===== src/rtl/uer_pkg.sv =====
`timescale 1ns / 1ps
package uer_pkg;

	localparam int COUNT_W     = 15;
	localparam int DIST_W      = 14;
	localparam int TRIG_W      = 8;
	localparam int TMO_W       = 15;
	localparam int DREG_W      = 13;
	localparam int LVL_W       = 10;
	localparam int CFG_IDX_W   = 3;
	localparam int CFG_DATA_W  = 15;

	localparam int SPEED_W     = 11;
	localparam int SPEED_SHIFT = 12;
	localparam logic [SPEED_W-1:0] SPEED_Q12 = 11'd1124;

	localparam int PROD_W  = COUNT_W + SPEED_W;
	localparam int SDIST_W = PROD_W - SPEED_SHIFT;
	localparam int SAT_W   = (SDIST_W > DIST_W) ? SDIST_W : DIST_W;
	localparam int RCMP_W  = (DIST_W > DREG_W) ? DIST_W : DREG_W;
	localparam int TCMP_W  = (COUNT_W > TMO_W) ? COUNT_W : TMO_W;

	localparam logic [DIST_W-1:0] DIST_MAX = {DIST_W{1'b1}};
	localparam logic [COUNT_W-1:0] COUNT_MAX = {COUNT_W{1'b1}};

	localparam logic [LVL_W-1:0] LVL_SCALE = 10'd1000;
	localparam int NUM_W  = DREG_W + LVL_W;
	localparam int STEP_W = $clog2(LVL_W);

	localparam int FIFO_DEPTH = 2;
	localparam int PTR_W      = $clog2(FIFO_DEPTH);
	localparam int FCNT_W     = $clog2(FIFO_DEPTH + 1);

	typedef enum logic [CFG_IDX_W-1:0] {
		REG_TRIGGER,
		REG_TIMEOUT,
		REG_MIN_DIST,
		REG_MAX_DIST,
		REG_TANK
	} cfg_reg_t;

	typedef enum logic [1:0] {
		ST_OK,
		ST_RISE_TMO,
		ST_HIGH_TMO,
		ST_RANGE
	} status_t;

	typedef enum logic [1:0] {
		PH_IDLE,
		PH_TRIG,
		PH_RISE,
		PH_HIGH
	} phase_t;

	typedef enum logic [1:0] {
		BK_IDLE,
		BK_PREP,
		BK_DIV,
		BK_DONE
	} back_state_t;

	typedef struct packed {
		logic [TRIG_W-1:0] trigger_ticks;
		logic [TMO_W-1:0]  timeout_ticks;
		logic [DREG_W-1:0] min_distance_x16;
		logic [DREG_W-1:0] max_distance_x16;
		logic [DREG_W-1:0] tank_height_x16;
	} cfg_t;

	typedef struct packed {
		logic              trig;
		logic              done;
		status_t           status;
		logic [DIST_W-1:0] dist_x16;
	} entry_t;

endpackage


===== src/rtl/ultrasonic_echo_ranger.sv =====
`timescale 1ns / 1ps
// Ultrasonic echo ranger.
// Input channel (in_valid / in_stall): one beat per microsecond tick with
// start_req and the sampled echo_level. Output channel (out_valid /
// out_stall): exactly one beat per input beat with the trigger pin level,
// done_res, status, distance_x16 and level_permille of the last finished
// measurement.
// The tick sequencer takes a beat and queues its result in the same cycle;
// a two-entry queue feeds the level unit, a restoring divider that yields
// one quotient bit per cycle. Each beat passes through the level unit in
// order (pop, setup, 10 divide steps, output load); the unit works on one
// beat at a time while the queue holds further beats.
// When the receiver stalls, the output register holds, the queue fills and
// in_stall rises; no beat is dropped.
// Configuration (cfg_valid / cfg_ready, cfg_index, cfg_data) is always
// ready. The user must write it only while no beats are in flight; the
// block does not enforce this. Reset clears the sequencer to idle, the last
// result to status ok and distance 0, and loads the register defaults.
module ultrasonic_echo_ranger
	import uer_pkg::*;
(
	input  logic                  clk,
	input  logic                  arst_n,
	input  logic                  cfg_valid,
	output logic                  cfg_ready,
	input  logic [CFG_IDX_W-1:0]  cfg_index,
	input  logic [CFG_DATA_W-1:0] cfg_data,
	input  logic                  in_valid,
	output logic                  in_stall,
	input  logic                  start_req,
	input  logic                  echo_level,
	output logic                  out_valid,
	input  logic                  out_stall,
	output logic                  trigger_out,
	output logic                  done_res,
	output logic [1:0]            status,
	output logic [DIST_W-1:0]     distance_x16,
	output logic [LVL_W-1:0]      level_permille
);

	cfg_t   cfg_q;
	logic   push, pop, q_full, q_empty;
	entry_t push_entry, q_head;

	assign cfg_ready = 1'b1;

	always_ff @(posedge clk or negedge arst_n) begin
		if (!arst_n) begin
			cfg_q.trigger_ticks    <= TRIG_W'(10);
			cfg_q.timeout_ticks    <= TMO_W'(30000);
			cfg_q.min_distance_x16 <= DREG_W'(32);
			cfg_q.max_distance_x16 <= DREG_W'(6400);
			cfg_q.tank_height_x16  <= DREG_W'(1600);
		end else if (cfg_valid && cfg_ready) begin
			unique case (cfg_reg_t'(cfg_index))
				REG_TRIGGER:  cfg_q.trigger_ticks    <= cfg_data[TRIG_W-1:0];
				REG_TIMEOUT:  cfg_q.timeout_ticks    <= cfg_data[TMO_W-1:0];
				REG_MIN_DIST: cfg_q.min_distance_x16 <= cfg_data[DREG_W-1:0];
				REG_MAX_DIST: cfg_q.max_distance_x16 <= cfg_data[DREG_W-1:0];
				REG_TANK:     cfg_q.tank_height_x16  <= cfg_data[DREG_W-1:0];
				default: begin
				end
			endcase
		end
	end

	uer_front u_front (
		.clk        (clk),
		.arst_n     (arst_n),
		.cfg        (cfg_q),
		.start_req  (start_req),
		.echo_level (echo_level),
		.in_valid   (in_valid),
		.in_stall   (in_stall),
		.q_full     (q_full),
		.push       (push),
		.push_entry (push_entry)
	);

	uer_fifo u_fifo (
		.clk        (clk),
		.arst_n     (arst_n),
		.push       (push),
		.push_entry (push_entry),
		.pop        (pop),
		.head       (q_head),
		.full       (q_full),
		.empty      (q_empty)
	);

	uer_back u_back (
		.clk            (clk),
		.arst_n         (arst_n),
		.tank           (cfg_q.tank_height_x16),
		.q_empty        (q_empty),
		.q_head         (q_head),
		.pop            (pop),
		.out_valid      (out_valid),
		.out_stall      (out_stall),
		.trigger_out    (trigger_out),
		.done_res       (done_res),
		.status         (status),
		.distance_x16   (distance_x16),
		.level_permille (level_permille)
	);

	a_level_bound: assert property (@(posedge clk) disable iff (!arst_n)
		out_valid |-> level_permille <= LVL_W'(1000))
		else $error("level above full scale");

	a_error_zero: assert property (@(posedge clk) disable iff (!arst_n)
		(out_valid && status != ST_OK) |-> (distance_x16 == '0 && level_permille == '0))
		else $error("nonzero values with error status");

	a_trig_done: assert property (@(posedge clk) disable iff (!arst_n)
		out_valid |-> !(trigger_out && done_res))
		else $error("trigger and done on the same beat");

endmodule


===== src/rtl/uer_front.sv =====
`timescale 1ns / 1ps
module uer_front
	import uer_pkg::*;
(
	input  logic   clk,
	input  logic   arst_n,
	input  cfg_t   cfg,
	input  logic   start_req,
	input  logic   echo_level,
	input  logic   in_valid,
	output logic   in_stall,
	input  logic   q_full,
	output logic   push,
	output entry_t push_entry
);

	phase_t               phase_q, phase_d;
	logic [COUNT_W-1:0]   tick_count_q, count_d, cnt_inc;
	logic [DIST_W-1:0]    last_dist_q;
	status_t              last_status_q;

	logic                 accept;
	logic                 expired, trig_end, trig_short;
	logic [PROD_W-1:0]    prod;
	logic [SDIST_W-1:0]   sdist;
	logic [SAT_W-1:0]     sdist_ext;
	logic [DIST_W-1:0]    dist_sat;
	logic                 in_range;
	logic                 trig, fin;
	status_t              fin_status;
	logic [DIST_W-1:0]    fin_dist;

	assign in_stall = q_full;
	assign accept   = in_valid && !q_full;
	assign push     = accept;

	assign cnt_inc    = tick_count_q + COUNT_W'(1);
	assign expired    = (TCMP_W'(tick_count_q) >= TCMP_W'(cfg.timeout_ticks)) ||
		(tick_count_q == COUNT_MAX);
	assign trig_end   = (cnt_inc >= COUNT_W'(cfg.trigger_ticks)) || (cnt_inc == '0);
	assign trig_short = cfg.trigger_ticks <= TRIG_W'(1);

	assign prod      = PROD_W'(tick_count_q) * PROD_W'(SPEED_Q12);
	assign sdist     = prod[PROD_W-1:SPEED_SHIFT];
	assign sdist_ext = SAT_W'(sdist);
	assign dist_sat  = (sdist_ext > SAT_W'(DIST_MAX)) ? DIST_MAX : sdist_ext[DIST_W-1:0];
	assign in_range  = !((RCMP_W'(dist_sat) < RCMP_W'(cfg.min_distance_x16)) ||
		(RCMP_W'(dist_sat) > RCMP_W'(cfg.max_distance_x16)));

	always_comb begin
		phase_d = phase_q;
		unique case (phase_q)
			PH_IDLE: begin
				if (start_req)
					phase_d = trig_short ? PH_RISE : PH_TRIG;
			end
			PH_TRIG: begin
				if (trig_end)
					phase_d = PH_RISE;
			end
			PH_RISE: begin
				if (echo_level)
					phase_d = PH_HIGH;
				else if (expired)
					phase_d = PH_IDLE;
			end
			PH_HIGH: begin
				if (!echo_level || expired)
					phase_d = PH_IDLE;
			end
			default: phase_d = PH_IDLE;
		endcase
	end

	always_comb begin
		count_d    = tick_count_q;
		trig       = 1'b0;
		fin        = 1'b0;
		fin_status = ST_OK;
		fin_dist   = '0;
		unique case (phase_q)
			PH_IDLE: begin
				if (start_req) begin
					trig    = 1'b1;
					count_d = trig_short ? COUNT_W'(0) : COUNT_W'(1);
				end
			end
			PH_TRIG: begin
				trig    = 1'b1;
				count_d = trig_end ? COUNT_W'(0) : cnt_inc;
			end
			PH_RISE: begin
				if (echo_level) begin
					count_d = COUNT_W'(1);
				end else if (expired) begin
					fin        = 1'b1;
					fin_status = ST_RISE_TMO;
				end else begin
					count_d = cnt_inc;
				end
			end
			PH_HIGH: begin
				if (echo_level) begin
					if (expired) begin
						fin        = 1'b1;
						fin_status = ST_HIGH_TMO;
					end else begin
						count_d = cnt_inc;
					end
				end else begin
					fin        = 1'b1;
					fin_status = in_range ? ST_OK : ST_RANGE;
					fin_dist   = in_range ? dist_sat : '0;
				end
			end
			default: count_d = '0;
		endcase
		if (fin)
			count_d = '0;
	end

	always_ff @(posedge clk or negedge arst_n) begin
		if (!arst_n) begin
			phase_q       <= PH_IDLE;
			tick_count_q  <= '0;
			last_dist_q   <= '0;
			last_status_q <= ST_OK;
		end else if (accept) begin
			phase_q      <= phase_d;
			tick_count_q <= count_d;
			if (fin) begin
				last_dist_q   <= fin_dist;
				last_status_q <= fin_status;
			end
		end
	end

	always_comb begin
		push_entry.trig     = trig;
		push_entry.done     = fin;
		push_entry.status   = fin ? fin_status : last_status_q;
		push_entry.dist_x16 = fin ? fin_dist : last_dist_q;
	end

endmodule


===== src/rtl/uer_fifo.sv =====
`timescale 1ns / 1ps
module uer_fifo
	import uer_pkg::*;
(
	input  logic   clk,
	input  logic   arst_n,
	input  logic   push,
	input  entry_t push_entry,
	input  logic   pop,
	output entry_t head,
	output logic   full,
	output logic   empty
);

	entry_t             mem_q [FIFO_DEPTH];
	logic [PTR_W-1:0]   wr_ptr_q, rd_ptr_q;
	logic [FCNT_W-1:0]  count_q;
	logic               do_push, do_pop;

	assign full    = count_q == FCNT_W'(FIFO_DEPTH);
	assign empty   = count_q == '0;
	assign do_push = push && !full;
	assign do_pop  = pop && !empty;
	assign head    = mem_q[rd_ptr_q];

	always_ff @(posedge clk) begin
		if (do_push)
			mem_q[wr_ptr_q] <= push_entry;
	end

	always_ff @(posedge clk or negedge arst_n) begin
		if (!arst_n) begin
			wr_ptr_q <= '0;
			rd_ptr_q <= '0;
			count_q  <= '0;
		end else begin
			if (do_push)
				wr_ptr_q <= (wr_ptr_q == PTR_W'(FIFO_DEPTH - 1)) ? '0 : wr_ptr_q + PTR_W'(1);
			if (do_pop)
				rd_ptr_q <= (rd_ptr_q == PTR_W'(FIFO_DEPTH - 1)) ? '0 : rd_ptr_q + PTR_W'(1);
			if (do_push && !do_pop)
				count_q <= count_q + FCNT_W'(1);
			else if (do_pop && !do_push)
				count_q <= count_q - FCNT_W'(1);
		end
	end

endmodule


===== src/rtl/uer_back.sv =====
`timescale 1ns / 1ps
module uer_back
	import uer_pkg::*;
(
	input  logic              clk,
	input  logic              arst_n,
	input  logic [DREG_W-1:0] tank,
	input  logic              q_empty,
	input  entry_t            q_head,
	output logic              pop,
	output logic              out_valid,
	input  logic              out_stall,
	output logic              trigger_out,
	output logic              done_res,
	output logic [1:0]        status,
	output logic [DIST_W-1:0] distance_x16,
	output logic [LVL_W-1:0]  level_permille
);

	back_state_t        state_q, state_d;
	entry_t             entry_q;
	logic [NUM_W-1:0]   rem_q;
	logic [LVL_W-1:0]   quo_q;
	logic [STEP_W-1:0]  idx_q;
	logic               zero_q;
	logic               out_valid_q;
	logic               load;

	logic [RCMP_W-1:0]  diff;
	logic [DREG_W-1:0]  water;
	logic [NUM_W-1:0]   divisor_sh;
	logic               ge;

	// water = clamp(tank - dist, 0, tank)
	assign diff  = RCMP_W'(tank) - RCMP_W'(entry_q.dist_x16);
	assign water = (RCMP_W'(entry_q.dist_x16) >= RCMP_W'(tank)) ? '0 : diff[DREG_W-1:0];

	assign divisor_sh = NUM_W'(tank) << idx_q;
	assign ge         = rem_q >= divisor_sh;

	always_comb begin
		state_d = state_q;
		unique case (state_q)
			BK_IDLE: if (!q_empty) state_d = BK_PREP;
			BK_PREP: state_d = BK_DIV;
			BK_DIV:  if (idx_q == '0) state_d = BK_DONE;
			BK_DONE: if (!out_valid_q || !out_stall) state_d = BK_IDLE;
			default: state_d = BK_IDLE;
		endcase
	end

	always_comb begin
		pop  = 1'b0;
		load = 1'b0;
		unique case (state_q)
			BK_IDLE: pop = !q_empty;
			BK_DONE: load = !out_valid_q || !out_stall;
			default: begin
				pop  = 1'b0;
				load = 1'b0;
			end
		endcase
	end

	always_ff @(posedge clk or negedge arst_n) begin
		if (!arst_n) begin
			state_q     <= BK_IDLE;
			out_valid_q <= 1'b0;
		end else begin
			state_q <= state_d;
			if (load)
				out_valid_q <= 1'b1;
			else if (!out_stall)
				out_valid_q <= 1'b0;
		end
	end

	// restoring divide, one quotient bit per cycle
	always_ff @(posedge clk) begin
		if (pop)
			entry_q <= q_head;
		unique case (state_q)
			BK_PREP: begin
				rem_q  <= NUM_W'(water) * NUM_W'(LVL_SCALE);
				quo_q  <= '0;
				idx_q  <= STEP_W'(LVL_W - 1);
				zero_q <= (entry_q.status != ST_OK) || (tank == '0);
			end
			BK_DIV: begin
				if (ge)
					rem_q <= rem_q - divisor_sh;
				quo_q <= {quo_q[LVL_W-2:0], ge};
				idx_q <= idx_q - STEP_W'(1);
			end
			default: begin
			end
		endcase
		if (load) begin
			trigger_out    <= entry_q.trig;
			done_res       <= entry_q.done;
			status         <= entry_q.status;
			distance_x16   <= entry_q.dist_x16;
			level_permille <= zero_q ? '0 : quo_q;
		end
	end

	assign out_valid = out_valid_q;

endmodule

===== config.mk =====
export PLATFORM = sky130hd
export DESIGN_NAME = ultrasonic_echo_ranger
export DESIGN_NICKNAME = d
export VERILOG_FILES = /design/src/rtl/uer_pkg.sv /design/src/rtl/ultrasonic_echo_ranger.sv /design/src/rtl/uer_front.sv /design/src/rtl/uer_fifo.sv /design/src/rtl/uer_back.sv
export SDC_FILE = /design/constraint.sdc
export NUM_CORES = 1
export LEC_CHECK = 0
export BUFFER_PORTS_ARGS = -buffer_cell sky130_fd_sc_hd__buf_4
export CAP_MARGIN = 20
export CORE_MARGIN = 5
export CORE_UTILIZATION = 68
export CTS_CLUSTER_SIZE = 20
export DETAILED_ROUTE_END_ITERATION = 6
export GPL_ROUTABILITY_DRIVEN = 0
export PLACE_DENSITY = 0.86
export SLEW_MARGIN = 20
export SYNTH_ARGS = -nofsm -noshare
export SYNTH_HDL_FRONTEND = slang
export SYNTH_SLANG_ARGS = --single-unit

===== constraint.sdc =====
create_clock -name clk -period 12.65 [get_ports clk]
set_input_delay 1.8975 -clock clk [delete_from_list [all_inputs] [get_ports clk]]
set_output_delay 1.8975 -clock clk [all_outputs]
set_load 0.02 [all_outputs]

# == After elaboration in Yosys (flattened, before gate mapping) ==
# Memory sizes are Yosys's and may differ from the RTL's. A register that Yosys moved wholly into a read port is not among the register bits.
# Cells that the tools add are included.
# word_totals
mem_count,1
ff_bits,168
ramBits,36
output_inout_bits,31
elab_cells,155
input_bits,25
# op_classes
eq_ne,23
shift,1
n_mul,2
n_reduce_logical,37
magnitude_cmp,8
addsub,8
n_mux,52
# mem_list
memory,depth,word_bits,rd,rd_clocked_by_memory_dff,write_ports,line,source
u_fifo.mem_q,2,18,1,1,1,uer_fifo.sv:15,entry_t mem_q [FIFO_DEPTH];
# ops
cell,n
$mux W15,6
$mux W14,5
$pmux W15 S4,1
$pmux W23 S2,1
$mux W2,16
$mul A15 B9 Y24 const B,1
$ge A23 B23 Y1,1
$mux W23,1
$shl A13 B4 Y23,1
$sub A23 B23 Y23,1
$mul A13 B7 Y20 const B,1
$pmux W10 S2,1
$pmux W2 S4,2
$add A15 B1 Y15 const B,1
$eq A15 B15 Y1 const B,1
$ge A15 B15 Y1,1
$ge A15 B8 Y1,1
$logic_not A15 Y1,1
$ge A14 B13 Y1,1
$gt A14 B13 Y1,1
$gt A14 B14 Y1 const B,1
$lt A14 B13 Y1,1
$mux W1,14
$logic_not A13 Y1,1
other kinds (28),69

# == Logic depth before layout (Yosys ltp) ==
# Gate-level depths: netlist (run 1).
# logic_depth
depth_word,9
mapped_depth,26
ltp_nobuf,25

# == Modules after synthesis ==
# Synthesis (run 1) repeated with hierarchy kept, for this count alone.
# unflattened
cells_unflattened,1637
hier_area_um2,17379.2
# by_module_without_submodules
module,n_inst,area_per_inst_um2,seq_area_each_um2,cells_per_inst
uer_back,1,8190.4,2597.5,820
uer_front,1,5230.0,825.8,606
ultrasonic_echo_ranger,1,2413.6,1571.5,136
uer_fifo,1,1545.2,1181.1,75

# == Least setup slack after synthesis (run 1) ==
# Ideal clock, no wire load.
# synth_timing
path_type,register to register
from,register cfg_q[0] in the netlist's numbering
to,"register u_back.rem_q[21], data pin"
arrival_time_ns,6.119
required_ns,12.389
path_stages_with_launch,24
synth_period_minus_slack_ns,6.379
slack_ns,6.271
n_path_buf,0
setup_time_ns,0.261
cell_sequence,dfrtp_1 -> inv_1 -> ha_1 -> inv_1 -> fa_1 -> a21o_1 -> a21o_1 -> a2111oi_0 -> nor2_1 -> a21oi_1 -> xor2_1 -> nor2_1 -> fa_1 -> fa_1 -> fa_1 -> fa_1 -> ha_1 -> a21o_1 -> a21o_1 -> a211oi_1 -> nor2_1 -> o41a_1 -> xnor2_1 -> mux2i_1
# synth_via
elab_chain_cells,4
elab_cells_between_ends,8
classes_between,2 x add/sub; 1 x mul; 1 x order compare; 1 x shift; 3 x mux
# synth_lines
element,line,source
"start, declared",ultrasonic_echo_ranger.sv:41,cfg_t cfg_q;
$sub A13 B13 Y13 (tied with other cells),uer_back.sv:35,assign diff = RCMP_W'(tank) - RCMP_W'(entry_q.dist_x16);
$mux W13 / $sub A23 B23 Y23 (equally long branches),"uer_back.sv:36, uer_back.sv:91",
$mul A13 B7 Y20 / $mux W23 (equally long branches),"uer_back.sv:84, uer_back.sv:90",
$pmux W23 S2 (*),uer_back.sv:82,unique case (state_q)
"end signal, assigned",uer_back.sv:84,rem_q <= NUM_W'(water) * NUM_W'(LVL_SCALE);
"end signal, assigned",uer_back.sv:91,rem_q <= rem_q - divisor_sh;
"end, declared",uer_back.sv:22,logic [NUM_W-1:0] rem_q;
# Mark *: on every way between the ends. The rest lies on a longest branch, timed or not. The select of a mux whose other input is x is not followed.
# A chain may end at the register's enable or synchronous reset.

# == Final worst setup path (run 1) ==
# layout_timing
from,register cfg_q[0] in the netlist's numbering
to,"register u_back.rem_q[16], data pin"
# The elaborated chain is that of the path after synthesis.

==> results.toml, run 1 <==
[status]
status = "finished clean"

[finish]
final.fill_count = 1491
final_layout_size_suffix_gt1_frac = 0.1207
number_of_nets_in_the_finished_design = 1966
area_growth_syn_to_layout_pct = 9.681
antenna_cells = 0

[global_route]
grtUsageMet2 = 0.5202
grt_pass1_vias = 13110
globalRouteMet3Util = 0.04761
wire_length_of_the_first_global_routing_pass_um = 67550
met1_track_demand_over_resource_in_global_routing = 0.3669
antenna_violations_before_repair = 0
busiest_layer = "met2"
grt_usage = 0.2984
grt_max_degree = 87
grt_overflow_total = 0

[critical_path]
master_of_the_slowest_instance_on_the_critical_path = "sky130_fd_sc_hd__nor2_1"
r2r_setup_slack_ns = 5.38
worst_r2r_startpoint = "cfg_q[0]"
worstReg2RegEnd = "u_back.rem_q[16]"
critPathMostFrequentCell = "sky130_fd_sc_hd__fa_1"
crit_chain = "inv_1 > ha_1 > nand2b_1 > a21oi_1 > o21bai_1 > a21o_1 > a21oi_1 > nor2_1 > o41a_1 > nor2_1 > fa_1 > fa_1 > fa_1 > fa_1 > ha_1 > nor3_1 > nand2_1 > o21ai_0 > o21bai_1 > a21oi_1 > xor2_1 > o21ai_0"
critPathMaxStageDelay_ns = 0.70
timing.critical_path.arrival_ns = 7.53
kind_of_capture_point_of_the_worst_setup_path = "register"
worst-endpoint-required_ns = 12.91
critPathKind = "reg2reg"
critical_path.startpoint_type = "register"
worst-path-max-fanout = 12
worst-r2r-cell-count = 22

[place]
portBuffers = 54
dpl.hpwl_um = 31020

[detailed_routing]
dr.first_iter.drc_count = 1378
drt_drc_violations_left = 0
drt_pre_antenna_iters = 6
drt-vias-per-instance = 6.368
route.antenna.remaining_nets = 0
wirelength_um = 41590
wl_per_cell_um = 20.73
detailroute.via_count = 12770

[die]
die_height_um = 166.2
area_enclosed_by_the_die_boundary_um2 = 27610
core_area_um2 = 24180
die_x_um = 166.2
floorplan.io_pins = 56
initial_core_util = 0.6859
placementRows = 57

[timing]
setup_viol_count_final = 0
slew-limit-headroom = 0.3144
upper_clock_frequency_limit_mhz = 137.6
unrepaired_setup_endpoints_after_global_routing = "no"
finalWorstPathRequiredPeriod_ns = 7.267
drv_slew = 0
setup_total_negative_slack_ns = 0
hold_viol = 0
fin_crit_sh = 0.5745
fin_worst_skew_ns = 0.02548
timing_worst_slew_pin_value_ns = 1.028

[clock_network]
clock_latency_ns = 0.55
ctsHtreeMaxLevel = 1
post-cts-setup-buffer-count = 0
clk_transition_reported_paths_ns = 0.06
hold_buffers = 0
buffers_from_clock_root_to_sink_at_most = 3
clock_tree_from_tritoncts = "done"
cts-buffers-inserted = 26
post_cts_resized = 0
cts-root-buf = "sky130_fd_sc_hd__clkbuf_16"
clkSinkCount = 222

[logic_synthesis]
most_frequently_used_flop_master_after_synthesis = "sky130_fd_sc_hd__edfxtp_1"
syn_area_per_cell_um2 = 10.25
number_of_enable_type_register_cells_in_the_synthesized_netlist = 120
postSynthNetCount = 1921
synthDistinctLibCells = 80
synth-seq-area-share = 0.3724
synthDominantCellAreaShare = 0.2173
synth_commonest_cells = "sky130_fd_sc_hd__ha_1, sky130_fd_sc_hd__inv_1, sky130_fd_sc_hd__nand2_1, sky130_fd_sc_hd__edfxtp_1, sky130_fd_sc_hd__o21ai_0"
synthCells = 1618
synth_top_cells_by_area = "sky130_fd_sc_hd__edfxtp_1, sky130_fd_sc_hd__ha_1, sky130_fd_sc_hd__dfrtp_1"
mappedNetlistArea_um2 = 16580
synth-seq-cells = 222
postSynth.asyncResetShare = 0.4595
synth_top_area_cell = "sky130_fd_sc_hd__edfxtp_1"
ys_warn_count = 0
synth.most_common_cell = "sky130_fd_sc_hd__ha_1"

[flow_run]
maxCapViolCount = 0

[worst_hold_path]
whs_endpoint = "u_back.trigger_out"
worstHoldPathType = "reg2reg"
hold_path.startpoint = "u_back.entry_q[17]"
whs_path_depth = 0
layer usage:
layer	share of wire	vias up
met5	0	-
li1	-	5820
met4	0.054	0
met3	0.069	155
met2	0.50	604
met1	0.38	6195
through the flow:
step                      area [um^2]    util  worst slack [ns]  std cells  hold WS [ns]
after floorplan                 16580       -             6.271       1618        0.4003
after detailed placement        17300  0.7154             5.581       1959        0.4147
after CTS                       18180  0.7521             5.479       2006        0.4392
after global routing            18190  0.7523             4.986       2006        0.4560
after global placement          17300  0.7154             5.827       1959        0.4217
final                           18190  0.7523             5.383       2006        0.4382
cell families (layout without fill, tap and decap cells):
group	after synthesis	in the layout	share of synthesized area
buffers and inverters	214	278	0.04927
multiplexers	66	66	0.04557
AND/OR/NAND/NOR	417	417	0.1203
flip-flops	222	222	0.3724
other	1	1	0.0002261
adder cells (fa/ha/maj)	278	278	0.2387
XOR/XNOR	65	65	0.03433
AO/OA/AOI/OAI	355	355	0.1391
flip-flops by register name, summed over array words and instances, names as in the netlist, 4 cells and up:
register	cells
u_back.quo_q	10
u_front.tick_count_q	15
u_back.idx_q	4
cfg_q	62
u_fifo.mem_q	36
u_back.entry_q	18
u_back.rem_q	23
u_front.last_dist_q	14
u_back.level_permille	10
u_back.distance_x16	14
final cells by class:
class	instances	area, um^2	share of cell area
multi-input combinational	1182	9608	0.5283
sequential	222	6176	0.3396
clock buffer	31	689.4	0.03791
inverter	167	626.9	0.03447
timing repair buffer	64	484.2	0.02662
tap	324	405.4	0.02229
clock inverter	16	197.7	0.01087
placed cells by master (no fill, tap or decap), types with 6 or more instances in the layout:
master	instances
sky130_fd_sc_hd__and3_1	11
sky130_fd_sc_hd__or2_2	10
sky130_fd_sc_hd__o21a_1	18
sky130_fd_sc_hd__clkbuf_16	26
sky130_fd_sc_hd__dfrtp_1	86
sky130_fd_sc_hd__xor2_1	30
sky130_fd_sc_hd__or3_1	6
sky130_fd_sc_hd__buf_4	63
sky130_fd_sc_hd__edfxtp_1	120
sky130_fd_sc_hd__nor3_1	20
sky130_fd_sc_hd__nand2b_1	13
sky130_fd_sc_hd__xnor2_1	35
sky130_fd_sc_hd__nand3_1	27
sky130_fd_sc_hd__a31oi_1	14
sky130_fd_sc_hd__a21o_1	37
sky130_fd_sc_hd__nand2_2	7
sky130_fd_sc_hd__dfstp_2	16
sky130_fd_sc_hd__mux2i_1	20
sky130_fd_sc_hd__nor2b_1	21
sky130_fd_sc_hd__fa_1	64
sky130_fd_sc_hd__and2_1	19
sky130_fd_sc_hd__clkinv_2	7
sky130_fd_sc_hd__o21ai_0	106
sky130_fd_sc_hd__o31ai_1	8
sky130_fd_sc_hd__nor2_1	82
sky130_fd_sc_hd__o21ai_1	7
sky130_fd_sc_hd__a21oi_1	70
sky130_fd_sc_hd__nand2_1	159
sky130_fd_sc_hd__ha_1	214
sky130_fd_sc_hd__nand4_1	21
sky130_fd_sc_hd__a22o_1	6
sky130_fd_sc_hd__inv_1	165
sky130_fd_sc_hd__o21bai_1	6
sky130_fd_sc_hd__a211oi_1	13
sky130_fd_sc_hd__o211ai_1	11
sky130_fd_sc_hd__mux2_2	41
worst max path at each step:
stage,startpoint,endpoint,slack (ns),cells past startpoint
after global routing,cfg_q[0],u_back.rem_q[20],4.99,23
after floorplan,cfg_q[0],u_back.rem_q[21],6.27,23
after CTS,cfg_q[0],u_back.rem_q[21],5.48,23
after global placement,cfg_q[0],u_back.rem_q[21],5.83,23
final,cfg_q[0],u_back.rem_q[16],5.38,22
after detailed placement,cfg_q[0],u_back.rem_q[21],5.58,23
critical path: cells and delay by family (launching register included):
family,cells,cell delay [ns]
xor gates and xnor gates,1,0.26
adders and majority gates,6,2.74
and+or+nand+nor,5,1.40
AOI/OAI and AO/OA,9,2.06
buffers and inverters,1,0.09
DFF,1,0.45
Power of run 1 is left out: the tool's default activity adds up to more than one toggle a clock period on the data nets, which glitch-free logic cannot reach.
==> inputs of run 2 (changes only) <==
--- a/config.mk
+++ b/config.mk
@@ -8,11 +8,11 @@
 export BUFFER_PORTS_ARGS = -buffer_cell sky130_fd_sc_hd__buf_4
 export CAP_MARGIN = 20
 export CORE_MARGIN = 5
-export CORE_UTILIZATION = 68
+export CORE_UTILIZATION = 64
 export CTS_CLUSTER_SIZE = 20
 export DETAILED_ROUTE_END_ITERATION = 6
 export GPL_ROUTABILITY_DRIVEN = 0
-export PLACE_DENSITY = 0.86
+export PLACE_DENSITY = 0.82
 export SLEW_MARGIN = 20
 export SYNTH_ARGS = -nofsm -noshare
 export SYNTH_HDL_FRONTEND = slang
==> constraint.sdc (replaced) <==
create_clock -name clk -period 7.4 [get_ports clk]
set_input_delay 1.11 -clock clk [delete_from_list [all_inputs] [get_ports clk]]
set_output_delay 1.11 -clock clk [all_outputs]
set_load 0.02 [all_outputs]
==> results.toml, run 2 (synthesis results as in run 1) <==
[status]
status = "finished clean"

[timing]
fin_worst_skew_ns = 0.02390
setup_viol_count_final = 0
finalWorstPathRequiredPeriod_ns = 6.981
setup_total_negative_slack_ns = 0
unrepaired_setup_endpoints_after_global_routing = "no"
timing_worst_slew_pin_value_ns = 1.030
upper_clock_frequency_limit_mhz = 143.2
drv_slew = 0
hold_viol = 0
fin_crit_sh = 0.9434
slew-limit-headroom = 0.3135

[global_route]
grt_pass1_vias = 12390
grt_usage = 0.2691
antenna_violations_before_repair = 0
grt_max_degree = 56
wire_length_of_the_first_global_routing_pass_um = 63240
grt_overflow_total = 0

[detailed_routing]
drt_pre_antenna_iters = 6
wl_per_cell_um = 19.35
drt-vias-per-instance = 6.134
detailroute.via_count = 12400
route.antenna.remaining_nets = 0
dr.first_iter.drc_count = 1207
wirelength_um = 39100
drt_drc_violations_left = 0

[die]
core_area_um2 = 25760
die_height_um = 171.0
placementRows = 59
area_enclosed_by_the_die_boundary_um2 = 29230
die_x_um = 171.0
floorplan.io_pins = 56
initial_core_util = 0.6436

[worst_hold_path]
worstHoldPathType = "reg2reg"
hold_path.startpoint = "u_back.entry_q[16]"
whs_endpoint = "u_back.done_res"
whs_path_depth = 0

[finish]
number_of_nets_in_the_finished_design = 1971
area_growth_syn_to_layout_pct = 9.228
post_layout_nonfiller_instances = 2021
final_cell_mix = "sky130_fd_sc_hd__ha_1, sky130_fd_sc_hd__inv_1, sky130_fd_sc_hd__nand2_1"
registers_with_the_most_flip_flops = "cfg_q: 62 flops, u_fifo.mem_q: 36 flops, u_back.rem_q: 23 flops"
final_layout_size_suffix_gt1_frac = 0.1180
largest_register_ffs = 62
largest-register = "cfg_q"
layout_commonest_cell = "sky130_fd_sc_hd__ha_1"
antenna_cells = 0

[critical_path]
worst-endpoint-required_ns = 7.67
timing.critical_path.arrival_ns = 7.25
critical_path.startpoint_type = "register"
worst_r2r_startpoint = "cfg_q[0]"
worst-r2r-cell-count = 23
critPathKind = "reg2reg"
kind_of_capture_point_of_the_worst_setup_path = "register"
r2r_setup_slack_ns = 0.42
worst-path-max-fanout = 12
worstReg2RegEnd = "u_back.rem_q[21]"

[flow_run]
maxCapViolCount = 0

[clock_network]
clock_tree_from_tritoncts = "done"
post-cts-setup-buffer-count = 0
clk_transition_reported_paths_ns = 0.07
post_cts_resized = 0
clock_latency_ns = 0.53
cts-root-buf = "sky130_fd_sc_hd__clkbuf_16"
cts-buffers-inserted = 24
clkSinkCount = 222
buffers_from_clock_root_to_sink_at_most = 3
hold_buffers = 0
ctsHtreeMaxLevel = 1

[place]
dpl.cell_count = 1977
portBuffers = 54
dpl.hpwl_um = 29700
-- run 2: per-layer routing --
layer | part of all wire | up-vias | GRT usage
met2 | 0.50 | 500 | 0.4648
met4 | 0.045 | 0 | 0.1089
met5 | 0 | - | 0
met3 | 0.069 | 115 | 0.04298
met1 | 0.39 | 5941 | 0.3395
li1 | - | 5840 | -
-- run 2: critical path, stage by stage (launching register included) --
cell and delay (ns):
sky130_fd_sc_hd__dfrtp_1 0.46, sky130_fd_sc_hd__inv_1 0.10, sky130_fd_sc_hd__ha_1 0.33, sky130_fd_sc_hd__nand2b_1 0.16, sky130_fd_sc_hd__a21oi_1 0.16, sky130_fd_sc_hd__o21bai_1 0.08
sky130_fd_sc_hd__a21o_1 0.17, sky130_fd_sc_hd__a21oi_1 0.16, sky130_fd_sc_hd__nor2_1 0.09, sky130_fd_sc_hd__o41a_1 0.56, sky130_fd_sc_hd__nor2_1 0.59, sky130_fd_sc_hd__fa_1 0.56
sky130_fd_sc_hd__fa_1 0.58, sky130_fd_sc_hd__fa_1 0.44, sky130_fd_sc_hd__fa_1 0.47, sky130_fd_sc_hd__ha_1 0.24, sky130_fd_sc_hd__nor3_1 0.34, sky130_fd_sc_hd__o211ai_1 0.15
sky130_fd_sc_hd__and3_1 0.23, sky130_fd_sc_hd__a211oi_1 0.22, sky130_fd_sc_hd__nor2_1 0.09, sky130_fd_sc_hd__o41a_1 0.33, sky130_fd_sc_hd__xnor2_1 0.14, sky130_fd_sc_hd__mux2i_1 0.08
-- run 2: per-stage QoR --
stage,hold WS (ns),instance area [um^2],setup WS (ns),utilization
6_report,0.4262,18110,0.4191,0.7030
5_1_grt,0.4468,18110,0.006929,0.7030
4_1_cts,0.4200,18110,0.4242,0.7030
3_5_place_dp,0.4054,17360,0.4713,0.6739
3_3_place_gp,0.4049,17360,0.6155,0.6739
2_1_floorplan,0.4003,16580,1.021,-
-- run 2: how the worst max path moves through the flow --
stage / startpoint / end / slack, ns
2_1_floorplan: cfg_q[0] / u_back.rem_q[21] / 1.02
3_3_place_gp: cfg_q[0] / u_back.rem_q[21] / 0.62
3_5_place_dp: cfg_q[0] / u_back.rem_q[21] / 0.47
4_1_cts: cfg_q[0] / u_back.rem_q[21] / 0.42
5_1_grt: cfg_q[0] / u_back.rem_q[21] / 0.007
6_report: cfg_q[0] / u_back.rem_q[21] / 0.42
-- run 2: area by class of cell --
cell class | count | area, um^2
multi-input combinational | 1182 | 9608
fill | 1848 | 7651
sequential | 222 | 6176
clock buffer | 37 | 679.4
inverter | 167 | 626.9
timing repair buffer | 71 | 533.0
tap | 335 | 419.2
clock inverter | 7 | 70.07
Power of run 2 is left out for the same reason.
==> inputs of run 3 (changes only) <==
--- a/config.mk
+++ b/config.mk
@@ -12,7 +12,8 @@
 export CTS_CLUSTER_SIZE = 20
 export DETAILED_ROUTE_END_ITERATION = 6
 export GPL_ROUTABILITY_DRIVEN = 0
-export PLACE_DENSITY = 0.82
+export PLACE_DENSITY = 0.91
+export SKIP_LAST_GASP = 1
 export SLEW_MARGIN = 20
 export SYNTH_ARGS = -nofsm -noshare
 export SYNTH_HDL_FRONTEND = slang
==> results.toml, run 3 (synthesis results as in run 1) <==
[critical_path]
worst-endpoint-required_ns = 7.67
critPathMaxStageDelay_ns = 0.59
critPathKind = "reg2reg"
worst_r2r_startpoint = "cfg_q[0]"
worst-path-max-fanout = 12
r2r_setup_slack_ns = 0.37
kind_of_capture_point_of_the_worst_setup_path = "register"
critPathMostFrequentCell = "sky130_fd_sc_hd__fa_1"
worstReg2RegEnd = "u_back.rem_q[20]"
master_of_the_slowest_instance_on_the_critical_path = "sky130_fd_sc_hd__o41a_1"
crit_chain = "inv_1 > ha_1 > nand2b_1 > a21oi_1 > o21bai_1 > a21o_1 > a21oi_1 > nor2_1 > o41a_1 > nor2_2 > fa_1 > inv_1 > fa_1 > fa_1 > inv_1 > fa_1 > ha_1 > a211oi_1 > nor2_1 > o21ai_0 > o21a_1 > o21bai_1 > a211oi_1 > o22ai_1"
critical_path.startpoint_type = "register"
worst-r2r-cell-count = 24
timing.critical_path.arrival_ns = 7.30

[global_route]
grt_usage = 0.2923
antenna_violations_before_repair = 0
grt_overflow_total = 0
grt_pass1_vias = 13310
wire_length_of_the_first_global_routing_pass_um = 68320
grt_max_degree = 60

[clock_network]
cts-buffers-inserted = 23
buffers_from_clock_root_to_sink_at_most = 3
clk_transition_reported_paths_ns = 0.06
clkSinkCount = 222
cts-root-buf = "sky130_fd_sc_hd__clkbuf_16"
clock_latency_ns = 0.54
post-cts-setup-buffer-count = 0
hold_buffers = 0
ctsHtreeMaxLevel = 1
clock_tree_from_tritoncts = "done"

[finish]
largest-register = "cfg_q"
multi_input_gate_area_um2 = 9614
largest_register_ffs = 62
final_cell_mix = "sky130_fd_sc_hd__ha_1, sky130_fd_sc_hd__inv_1, sky130_fd_sc_hd__nand2_1"
regArea_um2 = 6176
registers_with_the_most_flip_flops = "cfg_q: 62 flops, u_fifo.mem_q: 36 flops, u_back.rem_q: 23 flops"
layout_commonest_cell = "sky130_fd_sc_hd__ha_1"
final.fill_count = 1627
area_growth_syn_to_layout_pct = 9.968
number_of_nets_in_the_finished_design = 1969
final_layout_size_suffix_gt1_frac = 0.1236
antenna_cells = 0
post-route-cell-area_um2 = 18240

[worst_hold_path]
whs_path_depth = 0
hold_path.startpoint = "u_back.entry_q[16]"
whs_endpoint = "u_back.done_res"
worstHoldPathType = "reg2reg"

[die]
die_x_um = 171.0
initial_core_util = 0.6436
floorplan.io_pins = 56
core_area_um2 = 25760
placementRows = 59
area_enclosed_by_the_die_boundary_um2 = 29230
die_height_um = 171.0

[detailed_routing]
drt_drc_violations_left = 0
dr.first_iter.drc_count = 1453
wl_per_cell_um = 21.11
drt-vias-per-instance = 6.427
drt_pre_antenna_iters = 5
wirelength_um = 42600
detailroute.via_count = 12970
route.antenna.remaining_nets = 0

[place]
placedInstanceArea_um2 = 17350
portBuffers = 54
worst_slack_placed_ns = 0.4251
dpl.hpwl_um = 31330

[timing]
setup_total_negative_slack_ns = 0
layout_setup_ws_ns = 0.3688
hold_viol = 0
fin_worst_skew_ns = 0.01142
upper_clock_frequency_limit_mhz = 142.2
fin_crit_sh = 0.9502
finalWorstPathRequiredPeriod_ns = 7.031
timing_worst_slew_pin_value_ns = 1.029
unrepaired_setup_endpoints_after_global_routing = "no"
setup_viol_count_final = 0
drv_slew = 0
slew-limit-headroom = 0.3097

[flow_run]
maxCapViolCount = 0

[status]
status = "finished clean"
## run 3: cell count changes in the layout (fill, tap and decap cells not counted), sizes merged
cell / change
buf: -1
bufinv: +4
clkbuf: -9
clkinv: -1
clkinvlp: +3
inv: +1
## run 3: through the flow
step | instances | hold WS [ns] | utilization
2_1_floorplan | 1618 | 0.4003 | -
4_1_cts | 2018 | 0.4220 | 0.7074
3_3_place_gp | 1976 | 0.4045 | 0.6735
6_report | 2018 | 0.4220 | 0.7078
3_5_place_dp | 1976 | 0.4101 | 0.6735
5_1_grt | 2018 | 0.4551 | 0.7078
## run 3: cell type report
cell class | count | area share
Tap cell | 335 | 0.02299
Clock inverter | 14 | 0.01187
Clock buffer | 28 | 0.03602
Inverter | 167 | 0.03438
Sequential cell | 222 | 0.3387
Timing Repair Buffer | 70 | 0.02882
Multi-Input combinational cell | 1182 | 0.5272
## run 3: worst max-delay path by stage
stage / from / to / slack (ns) / cells past startpoint
after floorplan: cfg_q[0] / u_back.rem_q[21] / 1.02 / 23
after global placement: cfg_q[0] / u_back.rem_q[21] / 0.61 / 23
after detailed placement: cfg_q[0] / u_back.rem_q[20] / 0.43 / 22
after CTS: cfg_q[0] / u_back.rem_q[20] / 0.35 / 22
after global routing: u_front.tick_count_q[5] / u_fifo.mem_q[0][0] / 0.02 / 23
final: cfg_q[0] / u_back.rem_q[20] / 0.37 / 24
## run 3: repair_timing
| action | 4_1_cts | 5_1_grt |
|---|---|---|
| setup endpoints to repair | 0 | 3 |
| hold endpoints to repair | 0 | 0 |
| resized for setup | 0 | 4 |
## run 3: worst max-delay path, delay by kind of cell, from the launching register on
family	cells	cell delay [ns]
compound gates	11	2.70
fa+ha+maj	6	2.50
buf+inv	3	0.27
flops	1	0.47
simple gates	4	0.80
## run 3: per-layer routing
| metal | global-route usage | vias up | routed length (um) |
|---|---|---|---|
| met5 | 0 | - | 0 |
| met2 | 0.5078 | 700 | 21190 |
| met1 | 0.3571 | 6239 | 15700 |
| met4 | 0.1443 | 0 | 2441 |
| li1 | - | 5836 | - |
| met3 | 0.04298 | 194 | 3267 |
Power of run 3 is left out for the same reason.
